--- src/hdl/tsp_pkg.sv ---
// Package for the timer slot pool: sizes, request codes and control types.
`timescale 1ns / 1ps
`default_nettype none

package tsp_pkg;

  // Pool size and field widths
  localparam int NumSlots = 8;
  localparam int SlotIdxW = (NumSlots > 1) ? $clog2(NumSlots) : 1;
  localparam int IdW      = 8;
  localparam int TimeW    = 32;
  localparam int KindW    = 2;

  // Request kinds
  typedef enum logic [KindW-1:0] {
    REQ_TICK    = 2'd0,
    REQ_CREATE  = 2'd1,
    REQ_CHECK   = 2'd2,
    REQ_DESTROY = 2'd3
  } req_kind_e;

  // Controller to datapath commands
  typedef struct packed {
    logic capture;  // latch the incoming request word
    logic exec;     // apply the request to the slot state
    logic load;     // load the result word into the output register
  } tsp_cmd_t;

  // Datapath to controller status
  typedef struct packed {
    logic out_busy; // output register holds a word that is not taken now
  } tsp_sts_t;

endpackage

`default_nettype wire

--- src/hdl/tsp_req_if.sv ---
// Request and response channel interfaces of the timer slot pool.
`timescale 1ns / 1ps
`default_nettype none

interface tsp_req_if;
  import tsp_pkg::*;

  logic                valid;
  logic                ready;
  logic [KindW-1:0]    req_type;
  logic [TimeW-1:0]    timeout_ms;
  logic [IdW-1:0]      timer_id;

  modport source (output valid, output req_type, output timeout_ms, output timer_id,
                  input ready);
  modport sink   (input valid, input req_type, input timeout_ms, input timer_id,
                  output ready);
endinterface

interface tsp_rsp_if;
  import tsp_pkg::*;

  logic                valid;
  logic                ready;
  logic [IdW-1:0]      created_id;
  logic                is_expired;
  logic                any_waiting;
  logic [TimeW-1:0]    timestamp;

  modport source (output valid, output created_id, output is_expired,
                  output any_waiting, output timestamp, input ready);
  modport sink   (input valid, input created_id, input is_expired,
                  input any_waiting, input timestamp, output ready);
endinterface

`default_nettype wire

--- src/hdl/tsp_ctrl.sv ---
// Sequencer of the timer slot pool: capture, execute, result load.
`timescale 1ns / 1ps
`default_nettype none

module tsp_ctrl (
  input  wire logic              clk_i,
  input  wire logic              rst_ni,
  input  wire logic              req_valid_i,
  output logic                   req_ready_o,
  input  wire tsp_pkg::tsp_sts_t sts_i,
  output tsp_pkg::tsp_cmd_t      cmd_o
);
  import tsp_pkg::*;

  typedef enum logic [1:0] {
    ST_IDLE,
    ST_EXEC,
    ST_EVAL
  } state_e;

  state_e state_q;
  logic   ready_q;

  // State and registered ready
  always_ff @(posedge clk_i or negedge rst_ni) begin
    if (!rst_ni) begin
      state_q <= ST_IDLE;
      ready_q <= 1'b0;
    end else begin
      case (state_q)
        ST_IDLE: begin
          if (ready_q && req_valid_i) begin
            state_q <= ST_EXEC;
            ready_q <= 1'b0;
          end else begin
            ready_q <= 1'b1;
          end
        end
        ST_EXEC: begin
          state_q <= ST_EVAL;
        end
        ST_EVAL: begin
          if (!sts_i.out_busy) begin
            state_q <= ST_IDLE;
            ready_q <= 1'b1;
          end
        end
        default: begin
          state_q <= ST_IDLE;
          ready_q <= 1'b0;
        end
      endcase
    end
  end

  // Commands
  assign req_ready_o   = ready_q;
  assign cmd_o.capture = ready_q && req_valid_i;
  assign cmd_o.exec    = (state_q == ST_EXEC);
  assign cmd_o.load    = (state_q == ST_EVAL) && !sts_i.out_busy;

endmodule

`default_nettype wire

--- src/hdl/tsp_dpath.sv ---
// Datapath of the timer slot pool: tick counter, slot registers, result register.
`timescale 1ns / 1ps
`default_nettype none

module tsp_dpath (
  input  wire logic                      clk_i,
  input  wire logic                      rst_ni,
  input  wire tsp_pkg::tsp_cmd_t         cmd_i,
  output tsp_pkg::tsp_sts_t              sts_o,
  input  wire logic [tsp_pkg::KindW-1:0] req_type_i,
  input  wire logic [tsp_pkg::TimeW-1:0] timeout_ms_i,
  input  wire logic [tsp_pkg::IdW-1:0]   timer_id_i,
  input  wire logic                      rsp_ready_i,
  output logic                           rsp_valid_o,
  output logic [tsp_pkg::IdW-1:0]        created_id_o,
  output logic                           is_expired_o,
  output logic                           any_waiting_o,
  output logic [tsp_pkg::TimeW-1:0]      timestamp_o
);
  import tsp_pkg::*;

  // Captured request word
  req_kind_e          kind_q;
  logic [TimeW-1:0]   tmo_q;
  logic [IdW-1:0]     id_q;

  // Pool state
  logic [TimeW-1:0]   tick_q;
  logic [NumSlots-1:0] used_q;
  logic [NumSlots-1:0] exp_q;
  logic [TimeW-1:0]   slot_tmo_q   [NumSlots];
  logic [TimeW-1:0]   slot_start_q [NumSlots];

  // Per-request results
  logic [IdW-1:0]     created_q;
  logic               expired_q;

  // Output register
  logic               rsp_valid_q;
  logic [IdW-1:0]     rsp_created_q;
  logic               rsp_expired_q;
  logic               rsp_waiting_q;
  logic [TimeW-1:0]   rsp_stamp_q;

  // Lowest free slot
  logic               free_found;
  logic [SlotIdxW-1:0] free_idx;

  always_comb begin
    free_found = 1'b0;
    free_idx   = '0;
    for (int i = NumSlots - 1; i >= 0; i--) begin
      if (!used_q[i]) begin
        free_found = 1'b1;
        free_idx   = SlotIdxW'(i);
      end
    end
  end

  // Id decode for check and destroy
  logic               id_ok;
  logic [IdW-1:0]     id_m1;
  logic [SlotIdxW-1:0] sel;
  logic [TimeW-1:0]   sel_elapsed;
  logic               sel_exp_next;

  assign id_ok        = (id_q != '0) && (id_q <= IdW'(NumSlots));
  assign id_m1        = id_q - IdW'(1);
  assign sel          = id_m1[SlotIdxW-1:0];
  assign sel_elapsed  = tick_q - slot_start_q[sel];
  assign sel_exp_next = exp_q[sel] || (sel_elapsed >= slot_tmo_q[sel]);

  // Waiting flag over all slot lanes, from the updated state
  logic [NumSlots-1:0] lane_wait;
  logic [TimeW-1:0]    lane_elapsed [NumSlots];

  always_comb begin
    for (int i = 0; i < NumSlots; i++) begin
      lane_elapsed[i] = tick_q - slot_start_q[i];
      lane_wait[i]    = used_q[i] && !exp_q[i] && (lane_elapsed[i] < slot_tmo_q[i]);
    end
  end

  // Request capture
  always_ff @(posedge clk_i) begin
    if (cmd_i.capture) begin
      kind_q <= req_kind_e'(req_type_i);
      tmo_q  <= timeout_ms_i;
      id_q   <= timer_id_i;
    end
  end

  // Slot payload: written by create only; unused slots are never read
  always_ff @(posedge clk_i) begin
    if (cmd_i.exec && kind_q == REQ_CREATE && free_found) begin
      slot_tmo_q[free_idx]   <= tmo_q;
      slot_start_q[free_idx] <= tick_q;
    end
  end

  // Control state of the pool and per-request results
  always_ff @(posedge clk_i or negedge rst_ni) begin
    if (!rst_ni) begin
      tick_q    <= '0;
      used_q    <= '0;
      exp_q     <= '0;
      created_q <= '0;
      expired_q <= 1'b0;
    end else if (cmd_i.exec) begin
      created_q <= '0;
      expired_q <= 1'b0;
      case (kind_q)
        REQ_TICK: begin
          tick_q <= tick_q + TimeW'(1);
        end
        REQ_CREATE: begin
          if (free_found) begin
            used_q[free_idx] <= 1'b1;
            exp_q[free_idx]  <= 1'b0;
            created_q        <= IdW'(free_idx) + IdW'(1);
          end
        end
        REQ_CHECK: begin
          expired_q <= 1'b1;
          if (id_ok && used_q[sel]) begin
            exp_q[sel] <= sel_exp_next;
            expired_q  <= sel_exp_next;
          end
        end
        REQ_DESTROY: begin
          if (id_ok) begin
            used_q[sel] <= 1'b0;
            exp_q[sel]  <= 1'b0;
          end
        end
        default: begin
          tick_q <= tick_q;
        end
      endcase
    end
  end

  // Output register
  always_ff @(posedge clk_i or negedge rst_ni) begin
    if (!rst_ni) begin
      rsp_valid_q <= 1'b0;
    end else if (cmd_i.load) begin
      rsp_valid_q <= 1'b1;
    end else if (rsp_ready_i) begin
      rsp_valid_q <= 1'b0;
    end
  end

  always_ff @(posedge clk_i) begin
    if (cmd_i.load) begin
      rsp_created_q <= created_q;
      rsp_expired_q <= expired_q;
      rsp_waiting_q <= |lane_wait;
      rsp_stamp_q   <= tick_q;
    end
  end

  assign sts_o.out_busy = rsp_valid_q && !rsp_ready_i;
  assign rsp_valid_o    = rsp_valid_q;
  assign created_id_o   = rsp_created_q;
  assign is_expired_o   = rsp_expired_q;
  assign any_waiting_o  = rsp_waiting_q;
  assign timestamp_o    = rsp_stamp_q;

endmodule

`default_nettype wire

--- src/hdl/timer_slot_pool_unit.sv ---
// Top level of the timer slot pool: sequencer, datapath and channel hookup.
//
// A pool of NumSlots one-shot timers run off a wrapping 32-bit tick count.
// Request channel req_i (valid/ready) carries one word: req_type (tick,
// create, check, destroy), timeout_ms and timer_id. Response channel rsp_o
// (valid/ready) returns one word per request: created_id, is_expired,
// any_waiting and timestamp, all taken after the request is applied.
// Each request passes three steps: capture, execute against the slot
// registers, then evaluate the any_waiting lanes and load the output
// register. A new request is accepted only after the current one has
// loaded its result and the sequencer is back in idle. A result
// waiting in the output register does not block acceptance of the
// next request; only the load of the following result waits until
// the receiver takes the held word.
// Reset clears the tick count, all slot used and expired flags and the
// output valid; the registered ready rises in the cycle after release.
`timescale 1ns / 1ps
`default_nettype none

module timer_slot_pool_unit (
  input  wire logic clk_i,
  input  wire logic rst_ni,
  tsp_req_if.sink   req_i,
  tsp_rsp_if.source rsp_o
);
  import tsp_pkg::*;

  tsp_cmd_t cmd;
  tsp_sts_t sts;

  tsp_ctrl u_ctrl (
    .clk_i       (clk_i),
    .rst_ni      (rst_ni),
    .req_valid_i (req_i.valid),
    .req_ready_o (req_i.ready),
    .sts_i       (sts),
    .cmd_o       (cmd)
  );

  tsp_dpath u_dpath (
    .clk_i         (clk_i),
    .rst_ni        (rst_ni),
    .cmd_i         (cmd),
    .sts_o         (sts),
    .req_type_i    (req_i.req_type),
    .timeout_ms_i  (req_i.timeout_ms),
    .timer_id_i    (req_i.timer_id),
    .rsp_ready_i   (rsp_o.ready),
    .rsp_valid_o   (rsp_o.valid),
    .created_id_o  (rsp_o.created_id),
    .is_expired_o  (rsp_o.is_expired),
    .any_waiting_o (rsp_o.any_waiting),
    .timestamp_o   (rsp_o.timestamp)
  );

  // One request in flight: no acceptance right after an accepted word
  assert property (@(posedge clk_i) disable iff (!rst_ni)
    (req_i.valid && req_i.ready) |=> !req_i.ready)
    else $error("request accepted while previous one in flight");

  // A created id never exceeds the pool size
  assert property (@(posedge clk_i) disable iff (!rst_ni)
    rsp_o.valid |-> (rsp_o.created_id <= IdW'(NumSlots)))
    else $error("created id out of range");

  // A word carries either a created id or an expiry, never both
  assert property (@(posedge clk_i) disable iff (!rst_ni)
    rsp_o.valid |-> !(rsp_o.is_expired && (rsp_o.created_id != '0)))
    else $error("create and check results mixed in one word");

endmodule

`default_nettype wire
--- src/flat_wrapper.sv ---
// flat-port wrapper written by rule: the top's interface ports become plain ports
module timer_slot_pool_unit_flat import tsp_pkg::*;
  (clk_i, rst_ni, req_i_valid, req_i_req_type, req_i_timeout_ms, req_i_timer_id, req_i_ready, rsp_o_valid, rsp_o_created_id, rsp_o_is_expired, rsp_o_any_waiting, rsp_o_timestamp, rsp_o_ready);
  tsp_req_if req_i_i ();
  tsp_rsp_if rsp_o_i ();
  input  wire logic clk_i;
  input  wire logic rst_ni;
  input wire logic [$bits(req_i_i.valid)-1:0] req_i_valid;
  input wire logic [$bits(req_i_i.req_type)-1:0] req_i_req_type;
  input wire logic [$bits(req_i_i.timeout_ms)-1:0] req_i_timeout_ms;
  input wire logic [$bits(req_i_i.timer_id)-1:0] req_i_timer_id;
  output wire logic [$bits(req_i_i.ready)-1:0] req_i_ready;
  output wire logic [$bits(rsp_o_i.valid)-1:0] rsp_o_valid;
  output wire logic [$bits(rsp_o_i.created_id)-1:0] rsp_o_created_id;
  output wire logic [$bits(rsp_o_i.is_expired)-1:0] rsp_o_is_expired;
  output wire logic [$bits(rsp_o_i.any_waiting)-1:0] rsp_o_any_waiting;
  output wire logic [$bits(rsp_o_i.timestamp)-1:0] rsp_o_timestamp;
  input wire logic [$bits(rsp_o_i.ready)-1:0] rsp_o_ready;
  assign req_i_i.valid = req_i_valid;
  assign req_i_i.req_type = req_i_req_type;
  assign req_i_i.timeout_ms = req_i_timeout_ms;
  assign req_i_i.timer_id = req_i_timer_id;
  assign req_i_ready = req_i_i.ready;
  assign rsp_o_valid = rsp_o_i.valid;
  assign rsp_o_created_id = rsp_o_i.created_id;
  assign rsp_o_is_expired = rsp_o_i.is_expired;
  assign rsp_o_any_waiting = rsp_o_i.any_waiting;
  assign rsp_o_timestamp = rsp_o_i.timestamp;
  assign rsp_o_i.ready = rsp_o_ready;
  timer_slot_pool_unit u_core (.clk_i(clk_i), .rst_ni(rst_ni), .req_i(req_i_i), .rsp_o(rsp_o_i));
endmodule
--- config.mk ---
export PLATFORM = sky130hd
export DESIGN_NAME = timer_slot_pool_unit_flat
export DESIGN_NICKNAME = d
export VERILOG_FILES = /design/src/hdl/tsp_pkg.sv /design/src/hdl/tsp_req_if.sv /design/src/hdl/tsp_ctrl.sv /design/src/hdl/tsp_dpath.sv /design/src/hdl/timer_slot_pool_unit.sv /design/src/flat_wrapper.sv
export SDC_FILE = /design/constraint.sdc
export NUM_CORES = 2
export LEC_CHECK = 0
export BUFFER_PORTS_ARGS = -buffer_cell sky130_fd_sc_hd__clkbuf_2
export CORE_MARGIN = 5
export CORE_UTILIZATION = 49
export DETAILED_ROUTE_END_ITERATION = 16
export PLACE_DENSITY_LB_ADDON = 0.25
export SYNTH_ARGS = -nofsm -noshare
export SYNTH_HDL_FRONTEND = slang
export SYNTH_SLANG_ARGS = --single-unit
export TNS_END_PERCENT = 1
--- constraint.sdc ---
create_clock -name clk_i -period 10 [get_ports clk_i]
set_input_delay 0.5 -clock clk_i [delete_from_list [all_inputs] [get_ports clk_i]]
set_output_delay 0.5 -clock clk_i [all_outputs]
set_load 0.01 [all_outputs]
==> results by stage <==
Floorplanning:
- After floorplanning, the core was sized to cover ~92000 um^2.
- The initial core utilization is roughly 49%.
- The die area is roughly 100000 um^2.
- The count of boundary I/O pins is 90.
- The die is roughly 310 um tall.
- The width of the die is approximately 310 um.
- The initialized floorplan defines around 110 standard-cell rows.

STA:
- The fmax is between 100 and 150 MHz.
- Setup repair after global routing left no endpoint under its margin.
- The routed design could run at a clock period as short as 8081 ps.
- The max-slew violation count was 0.
- The total setup violations reported at the end of the flow is 0.
- The remaining max-slew budget at the tightest pin is between 10% and 20%.
- The smallest setup slack after layout is approximately 1900 ps.
- The hold violation count in the final report is 0.
- Across the routed clock network, the largest skew measured is between 20 and 30 ps.
- The transition time at the pin with the least slew margin is about 1300 ps.
- In the final timing run, aggregate negative setup slack is 0 ps.
- Of the available clock period, the critical path in the final layout requires about four fifths.

Hold path:
- The path class of the tightest hold or removal check is primary input to register.

Critical path:
- The cell that appears most often on the critical path is sky130_fd_sc_hd__a21o_1.
- The type of the setup path with the least slack is register to register.
- The peak fanout along the critical path is 24.
- For this run, the slowest stage of the critical path takes between 700 and 800 ps.
- The kind of start point of the critical path is a register.
- The required time of the worst setup path is approximately 11000 ps.
- The library cell contributing the largest single delay on the critical path is sky130_fd_sc_hd__xor2_4.
- STA classifies the critical path endpoint as a register.
- The register-to-register setup slack is about 1900 ps.
- STA puts the critical path data arrival time at roughly 8600 ps.

CTS:
- The number of instances resized during post-cts repair is 0.
- After clock tree synthesis, the clock-pin slew on the worst setup and hold paths is ~60 ps.
- The tree is rooted in a sky130_fd_sc_hd__clkbuf_16.
- The TritonCTS clock tree is yes.
- The clock passes through at most 3 buffers.
- At the later pin of the worst-skew pair, clock insertion delay measures between 600 and 700 ps.
- The count of buffers added by post-CTS timing repair for setup is 0.
- The number of clock buffers inserted by TritonCTS is between 70 and 80.
- For this design, the sink count on the clock tree is between 600 and 700.
- The H-tree was split into 3 levels.

Synth:
- The main flop type after synthesis is sky130_fd_sc_hd__edfxtp_1.
- Summing the sequential cell areas from Yosys gives roughly 43% of the chip area.
- In the synthesized netlist, the cells that appear most often are sky130_fd_sc_hd__edfxtp_1 (592), sky130_fd_sc_hd__inv_1 (565), sky130_fd_sc_hd__ha_1 (564).
- The cell area that synthesis handed to floorplanning was about 45000 um^2.
- Summing the areas of all and, or, nand and nor instances in the mapped netlist gives approximately 10% of the synthesized area.
- After Yosys synthesis, XOR and XNOR cells account for 5.322% of the synthesized area.
- The adder-cell area share of the yosys netlist is roughly 16%.
- The synthesized design contains about 650 register bits.
- The number of enable-type register cells in the synthesized netlist is 592.
- Summing the areas of all compound-gate instances in the mapped netlist gives 18.10% of the synthesized area.
- By area, the combinational part of the netlist is dominated by compound AO/OA/AOI/OAI gates.
- In this run the biggest area consumer among cell types represents between 30% and 40% of the synthesized area.
- Among all cell types in the netlist, the one instantiated most often is sky130_fd_sc_hd__edfxtp_1.
- The Yosys warning count is 0.
- The post-synthesis instance total is between 4000 and 5000.
- The synthesized design spends more area on one cell type than any other, namely sky130_fd_sc_hd__edfxtp_1.
- Counting flops with an async set or reset pin after synthesis yields a share of 8.783%.
- The synthesized netlist contains 85 unique library cells.
- The average size of a mapped cell is a little over 10 um^2.
- Of the post-synthesis cell area, the part taken by muxes is ~2.3%.
- Ranked by total cell area, the synthesized netlist is headed by sky130_fd_sc_hd__edfxtp_1 (39%), sky130_fd_sc_hd__ha_1 (16%), sky130_fd_sc_hd__inv_1 (4.7%), sky130_fd_sc_hd__a21oi_1 (3.7%), sky130_fd_sc_hd__xnor2_1 (3.6%).

Detailed routing:
- The detailed-routing iteration count for the pre-antenna-repair pass is 6.
- The starting DRC count in detailed routing is between 3000 and 4000.
- The sum of routed wire length over all layers is ~150 mm.
- Detailed routing inserted a total of between 30000 and 40000 vias.
- After detailed routing, the number of vias per cell comes to 6.126.
- The final routed DRC violation total is 0.
- Dividing the detail-routed wire length by the instance count gives 25.54 um.
- The remaining antenna violation count after routing is 0.

Pwr:
- In this run the static leakage power is roughly 23 nW.
- Of the total power, the share spent switching nets is between 30 and 40%.
- The total power density per cell area is around 180 nW/um^2.
- Registers are responsible for 36.6% of the overall power.
- The power after layout is between 0.009 and 0.01 W.
- Cell internal power was estimated by the tool at 0.006071 W.
- Combinational logic is responsible for 29.2% of the overall power.
- The switching power is between 0.003 and 0.004 W.
- Across the VDD grid, the largest voltage drop is 0.0001151 V.
- The clock share of power is about a third.

GRT:
- Global routing finished with a remaining overflow of 0.
- Global routing consumed, over all layers together, 29.58% of the routing resources.
- The via count of the first global-routing pass was around 34000.
- The wire length of the first global-routing pass is between 200 and 250 mm.
- Entering global routing, the biggest net connects 85 pins.
- The initial antenna violation count is 9.

Flow run:
- The number of violations of the max-capacitance limit is 0.

Place:
- Input and output buffers added on the ports amount to 85.
- The detailed placement HPWL is between 100 and 150 mm.
- The congestion estimate from routability-driven global placement came to 0.9757.
- Before CTS, the worst setup slack after placement is 2052 ps.

Finish:
- In the final design database the tool counted slightly above 5000 nets.
- The fraction of final layout cells with drive strength greater than 1 is 7.301%.
- The growth of design area from synthesis to finish is 11.80%.

Outcome:
- The flow ran to the end, and the final reports show no timing, DRC or antenna violations.
## placed cells by master (no fill, tap or decap), types with 28 or more instances in the layout
master and instances:
sky130_fd_sc_hd__dfrtp_1 57, sky130_fd_sc_hd__nor2_1 277, sky130_fd_sc_hd__a31oi_1 48, sky130_fd_sc_hd__buf_4 68
sky130_fd_sc_hd__nand2_1 199, sky130_fd_sc_hd__dlygate4sd3_1 38, sky130_fd_sc_hd__a2111oi_0 36, sky130_fd_sc_hd__edfxtp_1 592
sky130_fd_sc_hd__a211oi_1 28, sky130_fd_sc_hd__nand2b_1 45, sky130_fd_sc_hd__o21a_1 51, sky130_fd_sc_hd__clkbuf_16 80
sky130_fd_sc_hd__nor3_1 64, sky130_fd_sc_hd__o211ai_1 39, sky130_fd_sc_hd__xor2_1 87, sky130_fd_sc_hd__and3_1 38
sky130_fd_sc_hd__nand4_1 64, sky130_fd_sc_hd__a21oi_1 336, sky130_fd_sc_hd__mux2i_1 51, sky130_fd_sc_hd__o21ai_1 54
sky130_fd_sc_hd__o21bai_1 34, sky130_fd_sc_hd__nand3_1 85, sky130_fd_sc_hd__o21ai_0 139, sky130_fd_sc_hd__ha_1 563
sky130_fd_sc_hd__o22ai_1 35, sky130_fd_sc_hd__clkbuf_2 84, sky130_fd_sc_hd__xnor2_1 184, sky130_fd_sc_hd__inv_1 564
sky130_fd_sc_hd__a21o_1 201, sky130_fd_sc_hd__nor2b_1 61
## worst paths after layout
kind	depth (start not counted)	from	to
max	30	u_core.u_dpath.id_q[0]$_DFFE_PP_	u_core.u_dpath.exp_q[6]$_DFFE_PN0P_
min	1	req_i_timeout_ms[9]	u_core.u_dpath.tmo_q[9]$_DFFE_PP_
max reg2reg	30	u_core.u_dpath.id_q[0]$_DFFE_PP_	u_core.u_dpath.exp_q[6]$_DFFE_PN0P_
min reg2reg	0	u_core.u_dpath.created_q[2]$_DFFE_PN0P_	u_core.u_dpath.created_id_o[2]$_DFFE_PP_
max in group asynchronous	3	rst_ni	u_core.u_dpath.tick_q[0]$_DFFE_PN0P_
min in group asynchronous	2	rst_ni	u_core.u_dpath.used_q[2]$_DFFE_PN0P_
## what timing repair did
item | CTS | global route
setup endpoints to repair | 0 | 0
hold endpoints to repair | 62 | 0
hold buffers | 38 | 0
## cell type report
type,instances,area (um^2)
diodes,1,2.502
flip-flops and latches,649,19200
well taps,1186,1484
clock buffers,97,2086
inverters,568,2133
fillers,7936,41140
repair buffers,191,1331
multi-input cells,3092,23480
clock inverters,46,664.4
## state kept, by name, summed over array words and instances, names as in the netlist
signal / flops
u_core.u_dpath.any_waiting_o: 1
u_core.u_dpath.expired_q: 1
u_core.u_dpath.timestamp_o: 32
u_core.u_dpath.rsp_valid_o: 1
u_core.u_dpath.created_q: 4
u_core.u_ctrl.state_q: 2
u_core.u_dpath.tmo_q: 32
u_core.u_dpath.kind_q: 2
u_core.u_dpath.is_expired_o: 1
u_core.u_dpath.tick_q: 32
u_core.u_dpath.used_q: 8
u_core.u_ctrl.req_ready_o: 1
u_core.u_dpath.slot_tmo_q: 256
u_core.u_dpath.created_id_o: 4
u_core.u_dpath.slot_start_q: 256
u_core.u_dpath.id_q: 8
u_core.u_dpath.exp_q: 8
## cells by family after synthesis
family	count (synthesis)
AOI/OAI and AO/OA	1228
and+or+nand+nor	940
buffers and inverters	662
DFF	649
adders and majority gates	573
xor gates and xnor gates	273
muxes	74
other	1
## critical path, delay by kind of cell (launching register included)
kind | cells | cell delay, ps
xor+xnor | 2 | 930
fa+ha+maj | 3 | 770
buf+inv | 4 | 990
flops | 1 | 410
compound gates | 16 | 4230
simple gates | 5 | 520
## per-layer routing
layer	wire length (um)	vias up	track usage, %
met4	3850	2	7.843
li1	-	16650	-
met2	59470	1730	41.44
met3	19280	181	8.430
met5	7	-	0
met1	66310	17160	44.86
## per-stage QoR
stage | instances | instance area (um^2) | hold slack (ps) | utilization, %
after floorplan | 4403 | 45080 | 204.4 | -
after global placement | 5648 | 47250 | 430.6 | 51.62
after detailed placement | 5648 | 47250 | 436.3 | 51.62
after CTS | 5829 | 50380 | 6.579 | 55.05
after global routing | 5829 | 50380 | 23.19 | 55.05
final | 5830 | 50380 | 40.18 | 55.05
## power by group through the flow
| stage | clock network (W) | logic [W] | registers, W |
|---|---|---|---|
| 2_1_floorplan | 0 | 0.00172 | 0.00334 |
| 3_3_place_gp | 0 | 0.00258 | 0.00337 |
| 3_5_place_dp | 0 | 0.00259 | 0.00338 |
| 4_1_cts | 0.00315 | 0.00262 | 0.00332 |
| 5_1_grt | 0.00326 | 0.00290 | 0.00334 |
| 6_report | 0.00311 | 0.00266 | 0.00333 |
Power figures use the tool's default switching activity.
